==> src/hdl/pts_pkg.sv <==
// Shared types, codes and table helpers for the priority task scheduler.
package pts_pkg;

  // Field widths and slot limits
  localparam int unsigned MAX_SLOTS = 8;
  localparam int unsigned SLOT_W    = 4;
  localparam int unsigned ADDR_W    = 3;
  localparam int unsigned ID_W      = 8;
  localparam int unsigned PRIO_W    = 4;

  localparam logic [SLOT_W-1:0] IDLE_SLOT = 4'd8;

  // Request modes
  localparam logic [2:0] MODE_ACTIVATE  = 3'd0;
  localparam logic [2:0] MODE_TERMINATE = 3'd1;
  localparam logic [2:0] MODE_CHAIN     = 3'd2;
  localparam logic [2:0] MODE_SCHEDULE  = 3'd3;
  localparam logic [2:0] MODE_QUERY     = 3'd4;

  // Status codes
  localparam logic [1:0] STAT_OK        = 2'd0;
  localparam logic [1:0] STAT_NO_ID     = 2'd1;
  localparam logic [1:0] STAT_LIMIT     = 2'd2;
  localparam logic [1:0] STAT_CALLLEVEL = 2'd3;

  // Task states
  localparam logic [1:0] TS_SUSPENDED = 2'd0;
  localparam logic [1:0] TS_READY     = 2'd1;
  localparam logic [1:0] TS_RUNNING   = 2'd2;

  // Configuration register indexes
  localparam logic [1:0] CFG_TASK_ID_TABLE = 2'd0;
  localparam logic [1:0] CFG_PRIORITY_TABLE = 2'd1;
  localparam logic [1:0] CFG_IDLE_PRIORITY = 2'd2;

  typedef struct packed {
    logic [2:0]      mode;
    logic [ID_W-1:0] task_id;
    logic            at_interrupt_level;
  } req_t;

  typedef struct packed {
    logic [1:0]        status;
    logic [SLOT_W-1:0] active_slot;
    logic [ID_W-1:0]   active_id;
    logic [1:0]        requested_state;
    logic              switched;
  } rsp_t;

  typedef struct packed {
    logic [63:0]       id_tbl;
    logic [31:0]       prio_tbl;
    logic [PRIO_W-1:0] idle_prio;
  } cfg_t;

  // State memory access for one cycle
  typedef struct packed {
    logic              we;
    logic [ADDR_W-1:0] waddr;
    logic [1:0]        wdata;
    logic [ADDR_W-1:0] raddr;
  } mem_req_t;

  typedef enum logic [3:0] {
    PH_IDLE,
    PH_DISPATCH,
    PH_TERM,
    PH_ACT,
    PH_RSCH,
    PH_SWCUR,
    PH_SWBEST,
    PH_REQ_RD,
    PH_REQ_WT,
    PH_DONE
  } phase_t;

  function automatic logic [ID_W-1:0] slot_id(logic [63:0] tbl, logic [ADDR_W-1:0] s);
    return tbl[{s, 3'b000} +: ID_W];
  endfunction

  function automatic logic [PRIO_W-1:0] slot_prio(logic [31:0] tbl, logic [ADDR_W-1:0] s);
    return tbl[{s, 2'b00} +: PRIO_W];
  endfunction

endpackage

==> src/hdl/pts_state_mem.sv <==
// Task state memory: one write port, one registered read port, valid bits per entry.
module pts_state_mem #(
  parameter int unsigned DEPTH = 8
) (
  input  logic              clk,
  input  logic              rst_n,
  input  pts_pkg::mem_req_t mreq,
  output logic [1:0]        rdata
);
  import pts_pkg::*;

  localparam int unsigned AW = (DEPTH > 1) ? $clog2(DEPTH) : 1;

  logic [1:0]       mem_q [DEPTH];
  logic [DEPTH-1:0] vld_r;
  logic [1:0]       rd_r;
  logic             rd_vld_r;

  // Write and read the state array
  always_ff @(posedge clk) begin
    if (mreq.we) begin
      mem_q[mreq.waddr[AW-1:0]] <= mreq.wdata;
    end
    rd_r <= mem_q[mreq.raddr[AW-1:0]];
  end

  // Track written entries; unwritten entries read as suspended
  always_ff @(posedge clk) begin
    if (!rst_n) begin
      vld_r    <= '0;
      rd_vld_r <= 1'b0;
    end else begin
      if (mreq.we) begin
        vld_r[mreq.waddr[AW-1:0]] <= 1'b1;
      end
      rd_vld_r <= vld_r[mreq.raddr[AW-1:0]];
    end
  end

  assign rdata = rd_vld_r ? rd_r : TS_SUSPENDED;

endmodule

==> src/hdl/pts_ctrl.sv <==
// Request sequencer: scans the state memory for activate and reschedule, and reads the requested task's state.
module pts_ctrl #(
  parameter int unsigned TASK_COUNT = 8
) (
  input  logic              clk,
  input  logic              rst_n,
  input  logic              in_valid,
  input  pts_pkg::req_t     in_req,
  output logic              in_stall,
  input  pts_pkg::cfg_t     cfg,
  output pts_pkg::mem_req_t mreq,
  input  logic [1:0]        rdata,
  input  logic              out_busy,
  output logic              done,
  output pts_pkg::rsp_t     rsp
);
  import pts_pkg::*;

  localparam logic [SLOT_W-1:0] N_SLOTS = SLOT_W'(TASK_COUNT);

  phase_t state_r, state_nxt;

  logic [2:0]        mode_r, mode_nxt;
  logic [ID_W-1:0]   id_r, id_nxt;
  logic              irq_r, irq_nxt;
  logic [SLOT_W-1:0] cnt_r, cnt_nxt;
  logic              rd_vld_r, rd_vld_nxt;
  logic [SLOT_W-1:0] rd_idx_r, rd_idx_nxt;
  logic [SLOT_W-1:0] best_r, best_nxt;
  logic [PRIO_W-1:0] best_prio_r, best_prio_nxt;
  logic [1:0]        cur_st_r, cur_st_nxt;
  logic [SLOT_W-1:0] cur_slot_r, cur_slot_nxt;
  logic [1:0]        idle_st_r, idle_st_nxt;
  logic [1:0]        status_r, status_nxt;
  logic              sw_r, sw_nxt;
  logic [1:0]        req_st_r, req_st_nxt;

  logic [MAX_SLOTS-1:0] match;
  logic                 any_match;
  logic [ADDR_W-1:0]    first_idx;
  logic                 issue;
  logic                 last_eval;
  logic                 act_hit;
  logic [SLOT_W-1:0]    best_c;
  logic [PRIO_W-1:0]    best_prio_c;
  logic [1:0]           cur_st_c;
  logic [PRIO_W-1:0]    cur_prio;
  logic                 do_switch;

  // Match the requested ID against the configured slots
  always_comb begin
    match     = '0;
    first_idx = '0;
    for (int i = 0; i < MAX_SLOTS; i++) begin
      match[i] = (i < TASK_COUNT) && (slot_id(cfg.id_tbl, ADDR_W'(i)) == id_r);
    end
    for (int i = MAX_SLOTS - 1; i >= 0; i--) begin
      if (match[i]) begin
        first_idx = ADDR_W'(i);
      end
    end
  end
  assign any_match = |match;

  // Scan pipeline status
  assign issue     = (state_r == PH_ACT || state_r == PH_RSCH) && (cnt_r < N_SLOTS);
  assign last_eval = rd_vld_r && (rd_idx_r == N_SLOTS - SLOT_W'(1));
  assign act_hit   = (state_r == PH_ACT) && rd_vld_r && match[rd_idx_r[ADDR_W-1:0]]
                     && (rdata == TS_SUSPENDED);

  // Fold one slot into the best ready candidate
  always_comb begin
    best_c      = best_r;
    best_prio_c = best_prio_r;
    cur_st_c    = cur_st_r;
    if (rd_vld_r) begin
      if (rdata == TS_READY
          && slot_prio(cfg.prio_tbl, rd_idx_r[ADDR_W-1:0]) > best_prio_r) begin
        best_c      = rd_idx_r;
        best_prio_c = slot_prio(cfg.prio_tbl, rd_idx_r[ADDR_W-1:0]);
      end
      if (rd_idx_r == cur_slot_r) begin
        cur_st_c = rdata;
      end
    end
  end

  assign cur_prio  = (cur_slot_r == IDLE_SLOT) ? cfg.idle_prio
                                               : slot_prio(cfg.prio_tbl, cur_slot_r[ADDR_W-1:0]);
  assign do_switch = (cur_st_c != TS_RUNNING) || (best_prio_c > cur_prio);

  // Next phase
  always_comb begin
    state_nxt = state_r;
    unique case (state_r)
      PH_IDLE: begin
        if (in_valid) begin
          state_nxt = PH_DISPATCH;
        end
      end
      PH_DISPATCH: begin
        unique case (mode_r)
          MODE_ACTIVATE:  state_nxt = PH_ACT;
          MODE_TERMINATE: state_nxt = PH_TERM;
          MODE_CHAIN:     state_nxt = PH_TERM;
          MODE_SCHEDULE:  state_nxt = irq_r ? PH_REQ_RD : PH_RSCH;
          default:        state_nxt = PH_REQ_RD;
        endcase
      end
      PH_TERM: begin
        if (mode_r == MODE_CHAIN) begin
          state_nxt = PH_ACT;
        end else begin
          state_nxt = irq_r ? PH_REQ_RD : PH_RSCH;
        end
      end
      PH_ACT: begin
        if (act_hit) begin
          state_nxt = irq_r ? PH_REQ_RD : PH_RSCH;
        end else if (last_eval) begin
          state_nxt = PH_REQ_RD;
        end
      end
      PH_RSCH: begin
        if (last_eval) begin
          state_nxt = do_switch ? PH_SWCUR : PH_REQ_RD;
        end
      end
      PH_SWCUR:  state_nxt = PH_SWBEST;
      PH_SWBEST: state_nxt = PH_REQ_RD;
      PH_REQ_RD: state_nxt = PH_REQ_WT;
      PH_REQ_WT: state_nxt = PH_DONE;
      PH_DONE: begin
        if (!out_busy) begin
          state_nxt = PH_IDLE;
        end
      end
      default: state_nxt = PH_IDLE;
    endcase
  end

  // Memory access, handshake and completion
  always_comb begin
    mreq.we    = 1'b0;
    mreq.waddr = cur_slot_r[ADDR_W-1:0];
    mreq.wdata = TS_SUSPENDED;
    mreq.raddr = cnt_r[ADDR_W-1:0];
    unique case (state_r)
      PH_TERM: begin
        mreq.we = (cur_slot_r != IDLE_SLOT);
      end
      PH_ACT: begin
        mreq.we    = act_hit;
        mreq.waddr = rd_idx_r[ADDR_W-1:0];
        mreq.wdata = TS_READY;
      end
      PH_SWCUR: begin
        mreq.we    = (cur_st_r == TS_RUNNING) && (cur_slot_r != IDLE_SLOT);
        mreq.wdata = TS_READY;
      end
      PH_SWBEST: begin
        mreq.we    = (best_r != IDLE_SLOT);
        mreq.waddr = best_r[ADDR_W-1:0];
        mreq.wdata = TS_RUNNING;
      end
      PH_REQ_RD: begin
        mreq.raddr = first_idx;
      end
      default: begin
      end
    endcase
  end

  assign in_stall = (state_r != PH_IDLE);
  assign done     = (state_r == PH_DONE) && !out_busy;

  // Datapath updates
  always_comb begin
    mode_nxt      = mode_r;
    id_nxt        = id_r;
    irq_nxt       = irq_r;
    status_nxt    = status_r;
    sw_nxt        = sw_r;
    req_st_nxt    = req_st_r;
    idle_st_nxt   = idle_st_r;
    cur_slot_nxt  = cur_slot_r;
    best_nxt      = best_r;
    best_prio_nxt = best_prio_r;
    cur_st_nxt    = cur_st_r;

    unique case (state_r)
      PH_IDLE: begin
        if (in_valid) begin
          mode_nxt   = in_req.mode;
          id_nxt     = in_req.task_id;
          irq_nxt    = in_req.at_interrupt_level;
          status_nxt = STAT_OK;
          sw_nxt     = 1'b0;
        end
      end
      PH_DISPATCH: begin
        if (mode_r == MODE_SCHEDULE && irq_r) begin
          status_nxt = STAT_CALLLEVEL;
        end else if (mode_r == MODE_QUERY) begin
          status_nxt = any_match ? STAT_OK : STAT_NO_ID;
        end
      end
      PH_TERM: begin
        if (cur_slot_r == IDLE_SLOT) begin
          idle_st_nxt = TS_SUSPENDED;
        end
        if (mode_r != MODE_CHAIN && irq_r) begin
          status_nxt = STAT_CALLLEVEL;
        end
      end
      PH_ACT: begin
        if (act_hit && irq_r) begin
          status_nxt = STAT_CALLLEVEL;
        end else if (!act_hit && last_eval) begin
          status_nxt = any_match ? STAT_LIMIT : STAT_NO_ID;
        end
      end
      PH_SWCUR: begin
        if (cur_st_r == TS_RUNNING && cur_slot_r == IDLE_SLOT) begin
          idle_st_nxt = TS_READY;
        end
      end
      PH_SWBEST: begin
        if (best_r == IDLE_SLOT) begin
          idle_st_nxt = TS_RUNNING;
        end
        cur_slot_nxt = best_r;
        sw_nxt       = 1'b1;
      end
      PH_REQ_WT: begin
        req_st_nxt = any_match ? rdata : TS_SUSPENDED;
      end
      default: begin
      end
    endcase

    // Seed the candidate search before a reschedule, hold it through the switch
    if (state_r == PH_RSCH) begin
      best_nxt      = best_c;
      best_prio_nxt = best_prio_c;
      cur_st_nxt    = cur_st_c;
    end else if (state_r != PH_SWCUR && state_r != PH_SWBEST) begin
      best_nxt      = IDLE_SLOT;
      best_prio_nxt = cfg.idle_prio;
      cur_st_nxt    = idle_st_nxt;
    end
  end

  // Scan counter and read pipeline
  always_comb begin
    cnt_nxt    = issue ? cnt_r + SLOT_W'(1) : cnt_r;
    rd_vld_nxt = issue;
    rd_idx_nxt = cnt_r;
    if (state_nxt != state_r) begin
      cnt_nxt    = '0;
      rd_vld_nxt = 1'b0;
    end
  end

  // Control registers
  always_ff @(posedge clk) begin
    if (!rst_n) begin
      state_r    <= PH_IDLE;
      cnt_r      <= '0;
      rd_vld_r   <= 1'b0;
      cur_slot_r <= IDLE_SLOT;
      idle_st_r  <= TS_RUNNING;
    end else begin
      state_r    <= state_nxt;
      cnt_r      <= cnt_nxt;
      rd_vld_r   <= rd_vld_nxt;
      cur_slot_r <= cur_slot_nxt;
      idle_st_r  <= idle_st_nxt;
    end
  end

  // Payload registers
  always_ff @(posedge clk) begin
    mode_r      <= mode_nxt;
    id_r        <= id_nxt;
    irq_r       <= irq_nxt;
    rd_idx_r    <= rd_idx_nxt;
    best_r      <= best_nxt;
    best_prio_r <= best_prio_nxt;
    cur_st_r    <= cur_st_nxt;
    status_r    <= status_nxt;
    sw_r        <= sw_nxt;
    req_st_r    <= req_st_nxt;
  end

  // Assemble the response
  always_comb begin
    rsp.status          = status_r;
    rsp.active_slot     = cur_slot_r;
    rsp.active_id       = (cur_slot_r == IDLE_SLOT) ? '0
                                                    : slot_id(cfg.id_tbl, cur_slot_r[ADDR_W-1:0]);
    rsp.requested_state = req_st_r;
    rsp.switched        = sw_r;
  end

endmodule

==> src/hdl/priority_task_scheduler.sv <==
// Priority task scheduler: a task-state table with priority preemption.
//
// Requests arrive on the in_ channel (valid/stall); one response per request
// leaves on the out_ channel (valid/stall). A request is taken when in_valid
// is high and in_stall is low. Tables are loaded through the cfg_ write port
// (index 0 task IDs, 1 priorities, 2 idle priority) while no request is open.
//
// Task states live in a small synchronous memory with a registered read. Each
// request is served by a sequencer that reads one slot per cycle while it
// scans: the reschedule scan walks all slots through the memory port, and the
// activate scan walks them until it finds a matching suspended slot.
// Only one request is open at a time; the next is taken once the response is
// in the output register, which holds it until the receiver takes it.
//
// Reset (rst_n low, synchronous) marks all slots suspended, makes the idle
// task running and active, restores the default tables and empties the
// output register. While out_stall is high the finished response waits and a
// further finished request waits behind it.
module priority_task_scheduler #(
  parameter int unsigned TASK_COUNT = 8
) (
  input  logic          clk,
  input  logic          rst_n,
  input  logic          in_valid,
  output logic          in_stall,
  input  pts_pkg::req_t in_data,
  output logic          out_valid,
  input  logic          out_stall,
  output pts_pkg::rsp_t out_data,
  input  logic          cfg_wr_en,
  input  logic [1:0]    cfg_idx,
  input  logic [63:0]   cfg_wdata
);
  import pts_pkg::*;

  cfg_t     cfg_r;
  mem_req_t mreq;
  logic [1:0] rdata;
  logic     done;
  rsp_t     rsp;
  logic     out_valid_r;
  rsp_t     out_data_r;
  logic     out_busy;

  // Configuration registers
  always_ff @(posedge clk) begin
    if (!rst_n) begin
      cfg_r.id_tbl    <= 64'h0706_0504_0302_0100;
      cfg_r.prio_tbl  <= '0;
      cfg_r.idle_prio <= '0;
    end else if (cfg_wr_en) begin
      unique case (cfg_idx)
        CFG_TASK_ID_TABLE:  cfg_r.id_tbl    <= cfg_wdata;
        CFG_PRIORITY_TABLE: cfg_r.prio_tbl  <= cfg_wdata[31:0];
        CFG_IDLE_PRIORITY:  cfg_r.idle_prio <= cfg_wdata[PRIO_W-1:0];
        default: begin
        end
      endcase
    end
  end

  pts_state_mem #(
    .DEPTH(TASK_COUNT)
  ) u_mem (
    .clk  (clk),
    .rst_n(rst_n),
    .mreq (mreq),
    .rdata(rdata)
  );

  pts_ctrl #(
    .TASK_COUNT(TASK_COUNT)
  ) u_ctrl (
    .clk     (clk),
    .rst_n   (rst_n),
    .in_valid(in_valid),
    .in_req  (in_data),
    .in_stall(in_stall),
    .cfg     (cfg_r),
    .mreq    (mreq),
    .rdata   (rdata),
    .out_busy(out_busy),
    .done    (done),
    .rsp     (rsp)
  );

  // Hold the response until the receiver takes it
  assign out_busy = out_valid_r && out_stall;

  always_ff @(posedge clk) begin
    if (!rst_n) begin
      out_valid_r <= 1'b0;
    end else if (done) begin
      out_valid_r <= 1'b1;
    end else if (!out_stall) begin
      out_valid_r <= 1'b0;
    end
  end

  always_ff @(posedge clk) begin
    if (done) begin
      out_data_r <= rsp;
    end
  end

  assign out_valid = out_valid_r;
  assign out_data  = out_data_r;

`ifndef SYNTHESIS
  // An accepted request keeps the sequencer busy in the next cycle
  a_busy_after_accept: assert property (@(posedge clk) disable iff (!rst_n)
    in_valid && !in_stall |=> in_stall)
    else $error("request accepted but sequencer not busy");

  // The active slot is the idle task or a present slot
  a_active_slot_range: assert property (@(posedge clk) disable iff (!rst_n)
    out_valid |-> (out_data.active_slot == IDLE_SLOT
                   || out_data.active_slot < SLOT_W'(TASK_COUNT)))
    else $error("active slot out of range");

  // The idle task reports ID zero
  a_idle_id_zero: assert property (@(posedge clk) disable iff (!rst_n)
    out_valid && out_data.active_slot == IDLE_SLOT |-> out_data.active_id == '0)
    else $error("idle task with nonzero ID");

  // A context switch only comes with ok status
  a_switch_ok: assert property (@(posedge clk) disable iff (!rst_n)
    out_valid && out_data.switched |-> out_data.status == STAT_OK)
    else $error("switch reported with error status");
`endif

endmodule
==> config.mk <==
export PLATFORM = sky130hd
export DESIGN_NAME = priority_task_scheduler
export DESIGN_NICKNAME = d
export VERILOG_FILES = /design/src/hdl/pts_pkg.sv /design/src/hdl/pts_state_mem.sv /design/src/hdl/pts_ctrl.sv /design/src/hdl/priority_task_scheduler.sv
export SDC_FILE = /design/constraint.sdc
export NUM_CORES = 1
export LEC_CHECK = 0
export BUFFER_PORTS_ARGS = -buffer_cell sky130_fd_sc_hd__buf_2
export CAP_MARGIN = 15
export CORE_ASPECT_RATIO = 1.2
export CORE_MARGIN = 2
export CORE_UTILIZATION = 45
export DETAILED_ROUTE_END_ITERATION = 12
export PLACE_DENSITY = 0.69
export SLEW_MARGIN = 20
export SYNTH_ARGS = -nofsm -noshare
export SYNTH_HDL_FRONTEND = slang
export SYNTH_SLANG_ARGS = --single-unit
==> constraint.sdc <==
create_clock -name clk -period 5.3 [get_ports clk]
set_clock_uncertainty 0.15 [all_clocks]
set_input_delay 1.06 -clock clk [delete_from_list [all_inputs] [get_ports clk]]
set_output_delay 1.06 -clock clk [all_outputs]
set_load 0.02 [all_outputs]
=== Word level (Yosys, flattened, before mapping) ===
Memory sizes are Yosys's and may differ from the RTL's. A register that Yosys moved wholly into a read port is not among the register bits.
Index checks and enable logic that the tools add are counted.

* Flip-flop bits (word level): 173
* RAM bits: 16
* Input bits: 83
* Output and inout bits: 19
* Logic and storage cells: 183
* Memories kept: 1

{| class="wikitable"
|+ Memory list
! name !! depth !! width !! rd ports !! clocked after Yosys merged registers in !! wr ports !! RTL line !! source
|-
| u_mem.mem_q || 8 || 2 || 1 || 1 || 1 || pts_state_mem.sv:14 || <nowiki>logic [1:0] mem_q [DEPTH];</nowiki>
|}

* $add $sub $neg: 1
* Magnitude comparators: 7
* Eq/ne operators: 43
* Shift operators: 3
* Mux-type cells: 61
* Bitwise operators: 2
* Reductions and logical operators: 39

{| class="wikitable"
|+ Operators by type and width
! operator !! count
|-
| 8-bit == test || 8
|-
| 32-bit by 6-bit indexed part select with 4-bit output || 2
|-
| 64-bit by 7-bit indexed part select with 8-bit output || 1
|-
| 4-bit two-way mux || 15
|-
| 4-bit one-hot mux with 10 select lines || 1
|-
| 2-bit two-way mux || 17
|-
| 3-bit two-way mux || 9
|-
| 4-bit by 3-bit == test with 1-bit output, second input constant || 5
|-
| 4-bit == test, second input constant || 4
|-
| 1-bit logical AND || 16
|-
| 3-bit by 4-bit < comparator with 1-bit output, second input constant || 3
|-
| 4-bit one-hot mux with 3 select lines || 1
|-
| 2-bit AND reduction || 5
|-
| 1-bit two-way mux || 9
|-
| 4-bit by 2-bit == test with 1-bit output, second input constant || 2
|-
| 4-bit > comparator || 2
|-
| 2-bit by 1-bit inequality test with 1-bit output, second input constant || 4
|-
| 4-bit by 3-bit inequality test with 1-bit output, second input constant || 2
|-
| 4-bit inequality test, second input constant || 2
|-
| 8-bit OR || 1
|-
| 2-bit one-hot mux with 4 select lines || 1
|-
| 4-bit nonzero test || 2
|-
| 8-bit OR reduction || 1
|-
| 1-bit binary-select mux with 3-bit select || 2
|-
| other kinds (31) || 41
|}

=== Depth between registers and ports, before layout ===
Gate-level depths: netlist (run 1).

* Depth after elaboration: 12
* Mapped depth: 20
* Depth with buffers taken out: 18

=== Hierarchy ===
A second synthesis (run 1) with hierarchy kept.

* Cell total of the unflattened synthesis: 959
* Area total of the unflattened synthesis: 10133.5 sq um

{| class="wikitable"
|+ Modules (own cells, without submodules)
! module !! instances !! cells an instance !! area each (sq um) !! seq. area each (sq um)
|-
| pts_ctrl || 1 || 471 || 4564.4 || 1191.1
|-
| priority_task_scheduler || 1 || 422 || 4521.8 || 2532.4
|-
| pts_state_mem || 1 || 66 || 1047.3 || 700.7
|}

=== Least setup slack after synthesis (run 1) ===
No wires, ideal clock.

* Path type: register to register
* From: register u_ctrl.rd_idx_r[0]
* To: register u_ctrl.cnt_r[0]
* Setup time: 0.132 ns
* Data arrival time: 4.353 ns
* Data required time: 5.018 ns
* Setup slack: 0.665 ns
* Stages on the path, launching flop included: 21
* Buffers on the path: 2
* Period minus slack after synthesis: 4.635 ns
* Cell sequence: dfxtp_1 -> clkbuf_1 -> buf_2 -> mux4_2 -> mux2_2 -> ha_1 -> nor2b_1 -> o21a_1 -> o21a_1 -> o2111ai_1 -> nor2_1 -> a21oi_1 -> ha_1 -> nor2b_1 -> o21a_1 -> o21a_1 -> o21ai_0 -> a31oi_1 -> or2_2 -> o311ai_2 -> nor2_1

* Word-level cells in the longest chain between the ends: 12
* Elaborated cells between the ends (all ways): 24
* Classes of those cells: order compare: 2; eq/ne: 4; shift: 1; mux: 11; reduce/logical: 6

{| class="wikitable"
|+ Ends and longest elaborated chain
! item !! RTL line !! source
|-
| start: declaration || pts_ctrl.sv:28 || <nowiki>logic [SLOT_W-1:0] rd_idx_r, rd_idx_nxt;</nowiki>
|-
| start signal: assignment || pts_ctrl.sv:287 || <nowiki>rd_idx_r <= rd_idx_nxt;</nowiki>
|-
| 32-bit by 6-bit indexed part select with 4-bit output || pts_pkg.sv:82 || <nowiki>return tbl[{s, 2'b00} +: PRIO_W];</nowiki>
|-
| 4-bit > comparator || pts_ctrl.sv:78 || <nowiki>&& slot_prio(cfg.prio_tbl, rd_idx_r[ADDR_W-1:0]) > best_prio_r) begin</nowiki>
|-
| 1-bit logical AND || pts_ctrl.sv:78 ||
|-
| 4-bit two-way mux || pts_ctrl.sv:77 || <nowiki>if (rdata == TS_READY</nowiki>
|-
| 4-bit two-way mux || pts_ctrl.sv:76 || <nowiki>if (rd_vld_r) begin</nowiki>
|-
| 4-bit > comparator || pts_ctrl.sv:90 || <nowiki>assign do_switch = (cur_st_c != TS_RUNNING) || (best_prio_c > cur_prio);</nowiki>
|-
| 1-bit logical OR || pts_ctrl.sv:90 ||
|-
| 2-bit two-way mux || pts_ctrl.sv:126 || <nowiki>state_nxt = do_switch ? PH_SWCUR : PH_REQ_RD;</nowiki>
|-
| 4-bit two-way mux || pts_ctrl.sv:125 || <nowiki>if (last_eval) begin</nowiki>
|-
| 4-bit one-hot mux with 10 select lines (*) || pts_ctrl.sv:95 || <nowiki>unique case (state_r)</nowiki>
|-
| 4-bit inequality test (*) || pts_ctrl.sv:259 || <nowiki>if (state_nxt != state_r) begin</nowiki>
|-
| 2-bit OR reduction (no source line) (*) || n/a ||
|-
| end signal: assignment || pts_ctrl.sv:275 || <nowiki>cnt_r <= cnt_nxt;</nowiki>
|-
| end: declaration || pts_ctrl.sv:26 || <nowiki>logic [SLOT_W-1:0] cnt_r, cnt_nxt;</nowiki>
|}

Every way passes the cells marked *; elsewhere a longest branch is shown, timed or not. The select of a mux whose other input is x is not followed.
A chain may end at the register's enable or synchronous reset.

=== Worst setup path after layout (run 1) ===
* From: register u_ctrl.rd_idx_r[1]
* To: register u_ctrl.cnt_r[1]

Same word-level chain as after synthesis.

==> results.py, run 1 <==
metrics = {
    "clock_network": {
        "clockBufferDepth": 2,
        "clock_sinks": 191,
        "clk_pin_slew_ps": 70,
        "postCtsHoldBufs": 0,
        "cts_root_buf": "clkbuf_16",
        "htreeDepth": 4,
        "post_cts_buffers": 0,
        "cts_buffers": 17,
        "insertion_delay_ps": 440,
        "cts_resized": 0,
        "cts_tree": "done",
    },
    "floorplanning": {
        "coreArea_mm2": 0.0209,
        "dieWidth_um": 137,
        "die_y_um": 164,
        "pin_count": 102,
        "start_util_pct": 45.9,
        "rows": 58,
        "die-area_mm2": 0.0225,
    },
    "sta": {
        "fin_crit_sh_pct": 91.0,
        "fin_setup_tns_ps": 0,
        "hold_viol": 0,
        "tightest_slew_ps": 1010,
        "slew_viol_final": 0,
        "rsz0062_at_grt": "false",
        "fmax_mhz": 207,
        "setup_viol": 0,
        "max_slew_margin_pct": 31.8,
        "finalCriticalPeriod_ps": 4830,
        "holdWs_ps": 253,
    },
    "synth": {
        "synth.area.top_cells": "dfxtp_1, edfxtp_1, nand2_1",
        "synth_ff_type": "dfxtp_1",
        "synth_edf_count": 60,
        "synth_nets": 1078,
        "yosys_register_bits": 191,
        "syn-mean-instance-area_um2": 9.72,
        "synth_area_mm2": 0.00959,
        "yosysUniqueCellTypes": 70,
        "synth_top_area_share_pct": 27.4,
        "yosysSeqAreaShare_pct": 46.2,
        "syn_inst": 986,
        "synth_top_area_cell": "dfxtp_1",
        "yosysWarnings": 0,
        "ys_async_sr_fraction_pct": 0,
    },
    "run_status": {
        "status": "finished, final reports clean",
    },
    "global_routing": {
        "antenna_found_initial": 0,
        "track_usage_pct": 23.3,
        "grt_first_pass_wirelength_um": 40000,
        "grt_overflow": 0,
        "grt_pass1_vias": 7369,
        "grt_max_degree": 65,
    },
    "route": {
        "vias": 7459,
        "drtAntennaViolNets": 0,
        "routed_wl_um": 25300,
        "firstDrtPassIters": 5,
        "wl_per_cell_um": 18.9,
        "viasPerCell": 5.57,
        "dr.first_iter.drc_count": 721,
        "drc_errors": 0,
    },
    "worst_setup_path": {
        "crit_required_ps": 5450,
        "critPathCaptureType": "flip-flop",
        "crit_fanout": 14,
        "critPathArrivalTime_ps": 4980,
        "r2r_cells": 18,
        "start_kind": "flip-flop",
        "crit_type": "flip-flop to flip-flop",
    },
    "place": {
        "place_congestion": 0.909,
        "portBuffers": 101,
        "hpwl_um": 18400,
    },
    "finish": {
        "multi_input_area_mm2": 0.00485,
        "fillerInstances": 1945,
        "fin_nets": 1149,
        "drive_gt1_share_pct": 21.3,
        "ff_latch_area_mm2": 0.00443,
        "syn_to_final_growth_pct": 13.7,
        "antenna_cells": 0,
    },
    "min_path": {
        "hold_path_class": "flip-flop to flip-flop",
        "hold_depth": 0,
    },
    "run": {
        "max-cap-violations": 0,
    },
    "power_and_ir_drop": {
        "vdd_drop_max_uv": 254,
        "p_leak_uw": 0.00399,
        "power_density_mw_per_mm2": 379,
    },
}
[stage by stage]
step                      instance area (µm²)  setup WS (ps)  power [µW]  util [%]  instances
after floorplan                          9590            665        2510         -        986
after global routing                    10900            309        4310      52.2       1340
after detailed placement                10300            561        2760      49.1       1308
final                                   10900            474        4140      52.2       1340
after global placement                  10300            653        2730      49.1       1308
after CTS                               10900            541        4140      52.2       1340
[per-layer routing]
layer / part of all wire, % / global-route usage [%] / vias up / wire, µm
li1: - / - / 3605 / -
met1: 41 / 28.7 / 3563 / 10500
met2: 50 / 39.8 / 236 / 12700
met3: 4.7 / 4.20 / 55 / 1180
met4: 3.8 / 10.4 / 0 / 960
met5: 0 / 0 / - / 0
[power breakdown]
group          switching [µW]  total [µW]  internal [µW]
Combinational             520         883            363
Clock                     575        1390            820
Sequential                194        1860           1660
[state kept, by name, indices dropped and copies added, names as in the netlist, 8 cells and up]
register     flops
u_mem.vld_r      8
u_ctrl.id_r      8
cfg_r          100
u_mem.mem_q     16
out_data        17
[final timing paths]
kind	start	to	slack, ps
setup / recovery	u_ctrl.rd_idx_r[1]	u_ctrl.cnt_r[1]	470
hold / removal	u_ctrl.cnt_r[3]	u_ctrl.rd_idx_r[3]	250
setup reg to reg	u_ctrl.rd_idx_r[1]	u_ctrl.cnt_r[1]	470
hold reg to reg	u_ctrl.cnt_r[3]	u_ctrl.rd_idx_r[3]	250
[critical path: stages, from the launching register on]
cell and delay [ps]:
dfxtp_1 740, mux4_2 410, mux2_2 300, ha_1 300
nor2b_1 130, o21a_1 160, o21a_1 160, o2111ai_1 320
nor2_1 70, a21oi_1 200, ha_1 280, nor2b_1 140
o21a_1 170, o21a_1 160, o21ai_0 270, a31oi_1 160
or2_2 310, o311ai_2 140, nor2_1 110
[kinds of logic (layout without fill, tap and decap cells)]
kind of cell / after synthesis / after routing / share of synthesized area (%)
muxes: 72 / 72 / 12.5
AOI/OAI and AO/OA: 178 / 178 / 11.3
and+or+nand+nor: 394 / 394 / 18.8
buffers and inverters: 71 / 155 / 3.38
adders and majority gates: 9 / 9 / 1.17
xor gates and xnor gates: 71 / 71 / 6.64
DFF: 191 / 191 / 46.2
[layout by cell type, fill, tap and decap left out, drive strengths merged, types with 5 or more instances in the layout]
cell	n
nand2	238
dfxtp	131
buf	116
a21oi	115
edfxtp	60
nor2	54
xor2	45
mux4	37
mux2i	26
xnor2	26
clkbuf	20
o21ai	19
nand3	18
nor4	12
and3	11
nand2b	10
o31ai	10
mux2	9
ha	9
and2	9
inv	9
nor2b	8
or2	8
nand4	8
nor3	7
clkinv	6
nor3b	5
[layout make-up]
class,count,share of cell area [%]
timing repair buffer,116,5.67
clock buffer,20,4.19
sequential,191,40.6
clock inverter,12,1.66
multi-input combinational,724,44.5
tap,270,3.10
inverter,7,0.241
[synthesized netlist by cell type (4+ instances only)]
master,count
a21oi_1,112
and2_1,7
and3_1,11
buf_1,6
buf_6,6
clkbuf_1,46
dfxtp_1,131
edfxtp_1,60
ha_1,9
inv_1,6
mux2_2,9
mux2i_1,26
mux4_2,35
nand2_1,238
nand2b_1,10
nand3_1,17
nand4_1,8
nor2_1,53
nor2b_1,8
nor3_1,7
nor3b_1,4
nor4_1,8
o21a_1,4
o21ai_0,16
o31ai_1,10
or2_2,8
xnor2_1,26
xor2_1,43
No activity file was read; power rests on OpenSTA's default activity.
==> run 2, diff against run 1 <==
--- a/config.mk
+++ b/config.mk
@@ -7,11 +7,13 @@
 export LEC_CHECK = 0
 export BUFFER_PORTS_ARGS = -buffer_cell sky130_fd_sc_hd__buf_2
 export CAP_MARGIN = 15
+export CELL_PAD_IN_SITES_DETAIL_PLACEMENT = 1
+export CELL_PAD_IN_SITES_GLOBAL_PLACEMENT = 2
 export CORE_ASPECT_RATIO = 1.2
 export CORE_MARGIN = 2
-export CORE_UTILIZATION = 45
+export CORE_UTILIZATION = 38
 export DETAILED_ROUTE_END_ITERATION = 12
-export PLACE_DENSITY = 0.69
+export PLACE_DENSITY = 0.86
 export SLEW_MARGIN = 20
 export SYNTH_ARGS = -nofsm -noshare
 export SYNTH_HDL_FRONTEND = slang
==> results.py, run 2 (synthesis gave the netlist of run 1 again) <==
metrics = {
    "run_status": {
        "status": "finished, final reports clean",
    },
    "finish": {
        "drive_gt1_share_pct": 21.1,
        "fin_nets": 1145,
        "antenna_cells": 0,
        "final_cell_mix": "nand2_1, dfxtp_1, a21oi_1, buf_2, edfxtp_1",
        "largest_reg_flops": 100,
        "final_common_cell": "nand2_1",
        "finalInstanceArea_mm2": 0.0109,
        "syn_to_final_growth_pct": 13.8,
        "top_register": "cfg_r",
    },
    "route": {
        "vias": 7511,
        "dr.max_layer_used": "met4",
        "firstDrtPassIters": 4,
        "drtAntennaViolNets": 0,
        "drc_errors": 0,
        "viasPerCell": 5.40,
        "wl_per_cell_um": 20.5,
        "dr.first_iter.drc_count": 374,
        "route.layer.met1.wl_um": 12500,
        "routed-wl-met3_um": 1030,
        "routed_wl_um": 28500,
        "met2_length_um": 14200,
    },
    "floorplanning": {
        "pin_count": 102,
        "die-area_mm2": 0.0265,
        "die_y_um": 178,
        "rows": 63,
        "coreArea_mm2": 0.0248,
        "start_util_pct": 38.7,
        "dieWidth_um": 149,
    },
    "power_and_ir_drop": {
        "p_leak_uw": 0.00395,
        "fin_total_pwr_uw": 4040,
        "vdd_drop_max_uv": 199,
        "power_density_mw_per_mm2": 371,
    },
    "place": {
        "place_congestion": 0.818,
        "portBuffers": 101,
        "place_ws_ps": 407,
        "placed_cell_area_mm2": 0.0103,
        "hpwl_um": 20800,
    },
    "global_routing": {
        "grt_overflow": 0,
        "track_usage_pct": 22.3,
        "grt_first_pass_wirelength_um": 45100,
        "grt_max_degree": 65,
        "grt_pass1_vias": 7808,
        "antenna_found_initial": 0,
    },
    "run": {
        "max-cap-violations": 0,
    },
    "sta": {
        "rsz0062_at_grt": "false",
        "finalCriticalPeriod_ps": 4960,
        "fin_setup_tns_ps": 0,
        "holdWs_ps": 261,
        "fin_crit_sh_pct": 93.5,
        "tightest_slew_ps": 972,
        "setup_viol": 0,
        "fmax_mhz": 202,
        "setup_ws_ps": 343,
        "slew_viol_final": 0,
        "hold_viol": 0,
        "max_slew_margin_pct": 34.7,
    },
    "worst_setup_path": {
        "slowest_stage": "dfxtp_1",
        "crit_required_ps": 5460,
        "crit_fanout": 14,
        "crit_chain": "mux4_2 -> mux2_2 -> ha_1 -> nor2b_1 -> o21a_1 -> o21a_1 -> o2111ai_1 -> buf_4 -> nor2_1 -> a21oi_1 -> ha_1 -> o21a_1 -> o21a_1 -> o21ai_0 -> a31oi_1 -> or2_2 -> o311ai_2 -> nor2_1",
        "crit_family": "compound AO/OA/AOI/OAI gates",
        "critPathCaptureType": "flip-flop",
        "crit_type": "flip-flop to flip-flop",
        "crit_buf_inv": 1,
        "reg2reg_slack_ps": 340,
        "cpPeakStageDelay_ps": 770,
        "worst_path_most_repeated_cell": "o21a_1",
        "start_kind": "flip-flop",
        "critPathArrivalTime_ps": 5120,
    },
    "clock_network": {
        "post_cts_buffers": 0,
        "clockBufferDepth": 2,
        "cts_resized": 0,
        "clk_pin_slew_ps": 70,
        "cts_buffers": 17,
        "insertion_delay_ps": 450,
        "cts_root_buf": "clkbuf_16",
        "clock_sinks": 191,
        "htreeDepth": 4,
        "cts_tree": "done",
        "postCtsHoldBufs": 0,
    },
    "min_path": {
        "hold_path_class": "flip-flop to flip-flop",
    },
}
-- run 2: power breakdown --
| part | internal [µW] | leakage [µW] | total [µW] | switching [µW] |
|---|---|---|---|---|
| Clock | 663 | 0.000285 | 1280 | 621 |
| Combinational | 362 | 0.00201 | 888 | 527 |
| Sequential | 1660 | 0.00165 | 1870 | 208 |
-- run 2: cell type report --
class,instances,area (µm²)
fill,2848,13800
clock inverter,12,114
timing repair buffer,112,601
inverter,7,26.3
sequential,191,4430
clock buffer,20,468
multi-input combinational,724,4870
tap,325,407
-- run 2: path summary, 6_finish.rpt --
check | from | endpoint | depth (start not counted)
setup / recovery | u_ctrl.rd_idx_r[1] | u_ctrl.cnt_r[0] | 18
hold / removal | u_ctrl.cnt_r[3] | u_ctrl.rd_idx_r[3] | 0
setup reg to reg | u_ctrl.rd_idx_r[1] | u_ctrl.cnt_r[0] | 18
hold reg to reg | u_ctrl.cnt_r[3] | u_ctrl.rd_idx_r[3] | 0
-- run 2: metal layers --
metal	global-route usage, %	up-vias
li1	-	3596
met1	28.6	3714
met2	38.5	157
met3	3.07	44
met4	7.98	0
met5	0	-
-- run 2: through the flow --
stage / utilization, % / instances
after floorplan: - / 986
after global placement: 41.7 / 1359
after detailed placement: 41.7 / 1359
after CTS: 44.0 / 1391
after global routing: 44.1 / 1391
final: 44.1 / 1391
==> run 3, diff against run 2 <==
--- a/config.mk
+++ b/config.mk
@@ -11,10 +11,11 @@
 export CELL_PAD_IN_SITES_GLOBAL_PLACEMENT = 2
 export CORE_ASPECT_RATIO = 1.2
 export CORE_MARGIN = 2
-export CORE_UTILIZATION = 38
+export CORE_UTILIZATION = 39
 export DETAILED_ROUTE_END_ITERATION = 12
-export PLACE_DENSITY = 0.86
+export PLACE_DENSITY = 0.85
 export SLEW_MARGIN = 20
 export SYNTH_ARGS = -nofsm -noshare
 export SYNTH_HDL_FRONTEND = slang
+export SYNTH_HIERARCHICAL = 1
 export SYNTH_SLANG_ARGS = --single-unit
==> results.py, run 3 <==
metrics = {
    "run_status": {
        "status": "finished, final reports clean",
    },
    "power_and_ir_drop": {
        "p_int_uw": 2820,
        "p_leak_uw": 0.00430,
        "vdd_drop_max_uv": 209,
        "pwr-share-seq_pct": 44.9,
        "power_density_mw_per_mm2": 375,
        "comb_power_share_pct": 23.7,
        "p_sw_share_pct": 33.5,
        "p_sw_uw": 1420,
        "clkPwrFrac_pct": 31.4,
    },
    "synth": {
        "synth_top_area_cell": "dfxtp_1",
        "yosys_register_bits": 191,
        "synth.area.top_cells": "dfxtp_1, edfxtp_1, mux2i_1",
        "yosysSeqAreaShare_pct": 43.7,
        "synth_top_area_share_pct": 25.9,
        "synth_nets": 1051,
        "syn_inst": 959,
        "yosysUniqueCellTypes": 72,
        "yosysMostFrequentCell": "nand2_1",
        "yosysWarnings": 6,
        "synth_area_mm2": 0.0101,
        "synth_edf_count": 60,
        "synth_ff_type": "dfxtp_1",
        "synthTopCellsByCount": "nand2_1, dfxtp_1, mux2i_1",
        "ys_async_sr_fraction_pct": 0,
        "syn-mean-instance-area_um2": 10.6,
    },
    "finish": {
        "final_cell_mix": "nand2_1, dfxtp_1, mux2i_1, buf_2, edfxtp_1",
        "fillerInstances": 2847,
        "ff_latch_area_mm2": 0.00443,
        "finalInstanceArea_mm2": 0.0113,
        "drive_gt1_share_pct": 20.0,
        "final_common_cell": "nand2_1",
        "fin_nets": 1118,
        "multi_input_area_mm2": 0.00513,
        "syn_to_final_growth_pct": 11.4,
        "largest_reg_flops": 100,
        "top_register": "cfg_r",
        "antenna_cells": 0,
        "final_cells": 1369,
    },
    "route": {
        "firstDrtPassIters": 6,
        "dr.first_iter.drc_count": 399,
        "vias": 7404,
        "wl_per_cell_um": 20.5,
        "drc_errors": 0,
        "routed_wl_um": 28100,
        "viasPerCell": 5.41,
        "drtAntennaViolNets": 0,
    },
    "clock_network": {
        "cts_root_buf": "clkbuf_16",
        "post_cts_buffers": 0,
        "postCtsHoldBufs": 0,
        "clock_sinks": 191,
        "insertion_delay_ps": 440,
        "cts_resized": 0,
        "clk_pin_slew_ps": 70,
        "cts_buffers": 17,
        "htreeDepth": 4,
        "cts_tree": "done",
        "clockBufferDepth": 2,
    },
    "worst_setup_path": {
        "critPathLaunch": "u_ctrl/rd_idx_r[0]",
        "crit_chain": "buf_4 -> mux4_2 -> mux2_2 -> ha_1 -> o21a_1 -> o21a_1 -> o2111ai_1 -> mux2_2 -> ha_1 -> a21oi_1 -> o21ai_0 -> a221oi_2 -> a211oi_2 -> a211oi_2 -> nor4_1",
        "crit_fanout": 6,
        "r2r_cells": 15,
        "critPathCaptureType": "flip-flop",
        "crit_required_ps": 5450,
        "cpPeakStageDelay_ps": 520,
        "crit_type": "flip-flop to flip-flop",
        "critPathArrivalTime_ps": 4990,
        "slowest_stage": "mux4_2",
        "crit-reg2reg-launch": "u_ctrl/rd_idx_r[0]",
        "start_kind": "flip-flop",
    },
    "floorplanning": {
        "rows": 64,
        "die-area_mm2": 0.0273,
        "dieWidth_um": 151,
        "coreArea_mm2": 0.0255,
        "start_util_pct": 39.7,
        "pin_count": 102,
        "die_y_um": 181,
    },
    "sta": {
        "slew_viol_final": 0,
        "fin_crit_sh_pct": 91.3,
        "fin_setup_tns_ps": 0,
        "fmax_mhz": 207,
        "max_slew_margin_pct": 40.9,
        "rsz0062_at_grt": "false",
        "setup_viol": 0,
        "hold_viol": 0,
        "tightest_slew_ps": 886,
        "finalCriticalPeriod_ps": 4840,
    },
    "run": {
        "max-cap-violations": 0,
    },
    "global_routing": {
        "grt_first_pass_wirelength_um": 43800,
        "grt_overflow": 0,
        "grt_max_degree": 126,
        "track_usage_pct": 21.2,
        "antenna_found_initial": 0,
        "grt_pass1_vias": 7691,
    },
    "min_path": {
        "hold_depth": 0,
        "min_from": "u_ctrl/cnt_r[3]",
        "hold_path_class": "flip-flop to flip-flop",
    },
    "place": {
        "placed_cell_area_mm2": 0.0107,
        "place_congestion": 0.841,
        "hpwl_um": 21200,
        "portBuffers": 101,
        "dpl.cell_count": 1337,
    },
}
[run 3: cells by family after synthesis]
| logic type | count (synthesis) | share of synthesized area (%) |
|---|---|---|
| simple gates | 337 | 15.9 |
| flops | 191 | 43.7 |
| mux | 153 | 20.0 |
| compound gates | 106 | 7.27 |
| buf+inv | 92 | 5.95 |
| xor+xnor | 71 | 6.14 |
| fa+ha+maj | 9 | 1.11 |
[run 3: critical path: cells and delay by family, from the launching register on]
kind                     cells  cell delay, ps
flip-flops                   1             430
AO/OA/AOI/OAI                8            1930
buffers and inverters        1             230
adder cells (fa/ha/maj)      2             620
AND/OR/NAND/NOR              1             110
multiplexers                 3            1240
[run 3: layout make-up]
cell class | count | share of cell area [%]
inverter | 24 | 0.798
clock buffer | 21 | 4.27
sequential | 191 | 39.2
clock inverter | 11 | 1.04
multi-input combinational | 676 | 45.4
tap | 330 | 3.66
timing repair buffer | 116 | 5.61
[run 3: power by group through the flow]
stage                     registers [µW]  logic [µW]  clock network [µW]
after floorplan                     1760         911                   0
after global placement              1930         972                   0
after detailed placement            1930         998                   0
after CTS                           1900        1000                1350
after global routing                1930        1100                1410
final                               1900        1000                1330
[run 3: worst paths after layout]
| path | end | slack [ps] |
|---|---|---|
| setup reg to reg | u_ctrl/cnt_r[2] | 460 |
| hold reg to reg | u_ctrl/rd_idx_r[3] | 230 |
| setup / recovery | u_ctrl/cnt_r[2] | 460 |
| hold / removal | u_ctrl/rd_idx_r[3] | 230 |
[run 3: per-stage QoR]
stage          worst slack (ps)  hold slack [ps]  utilization (%)  total power (µW)
2_1_floorplan               768              200                -              2670
3_3_place_gp                584              219             41.9              2900
3_5_place_dp                524              216             41.9              2930
4_1_cts                     493              228             44.2              4250
5_1_grt                     201              237             44.2              4430
6_report                    464              230             44.2              4240
[run 3: metal layers]
metal	up-vias	GRT usage [%]	share of wire (%)	wire, µm
met5	-	0	0	0
met2	137	37.6	52	14600
met3	30	2.76	2.4	682
li1	3537	-	-	-
met4	0	6.73	2.0	559
met1	3700	26.4	43	12200
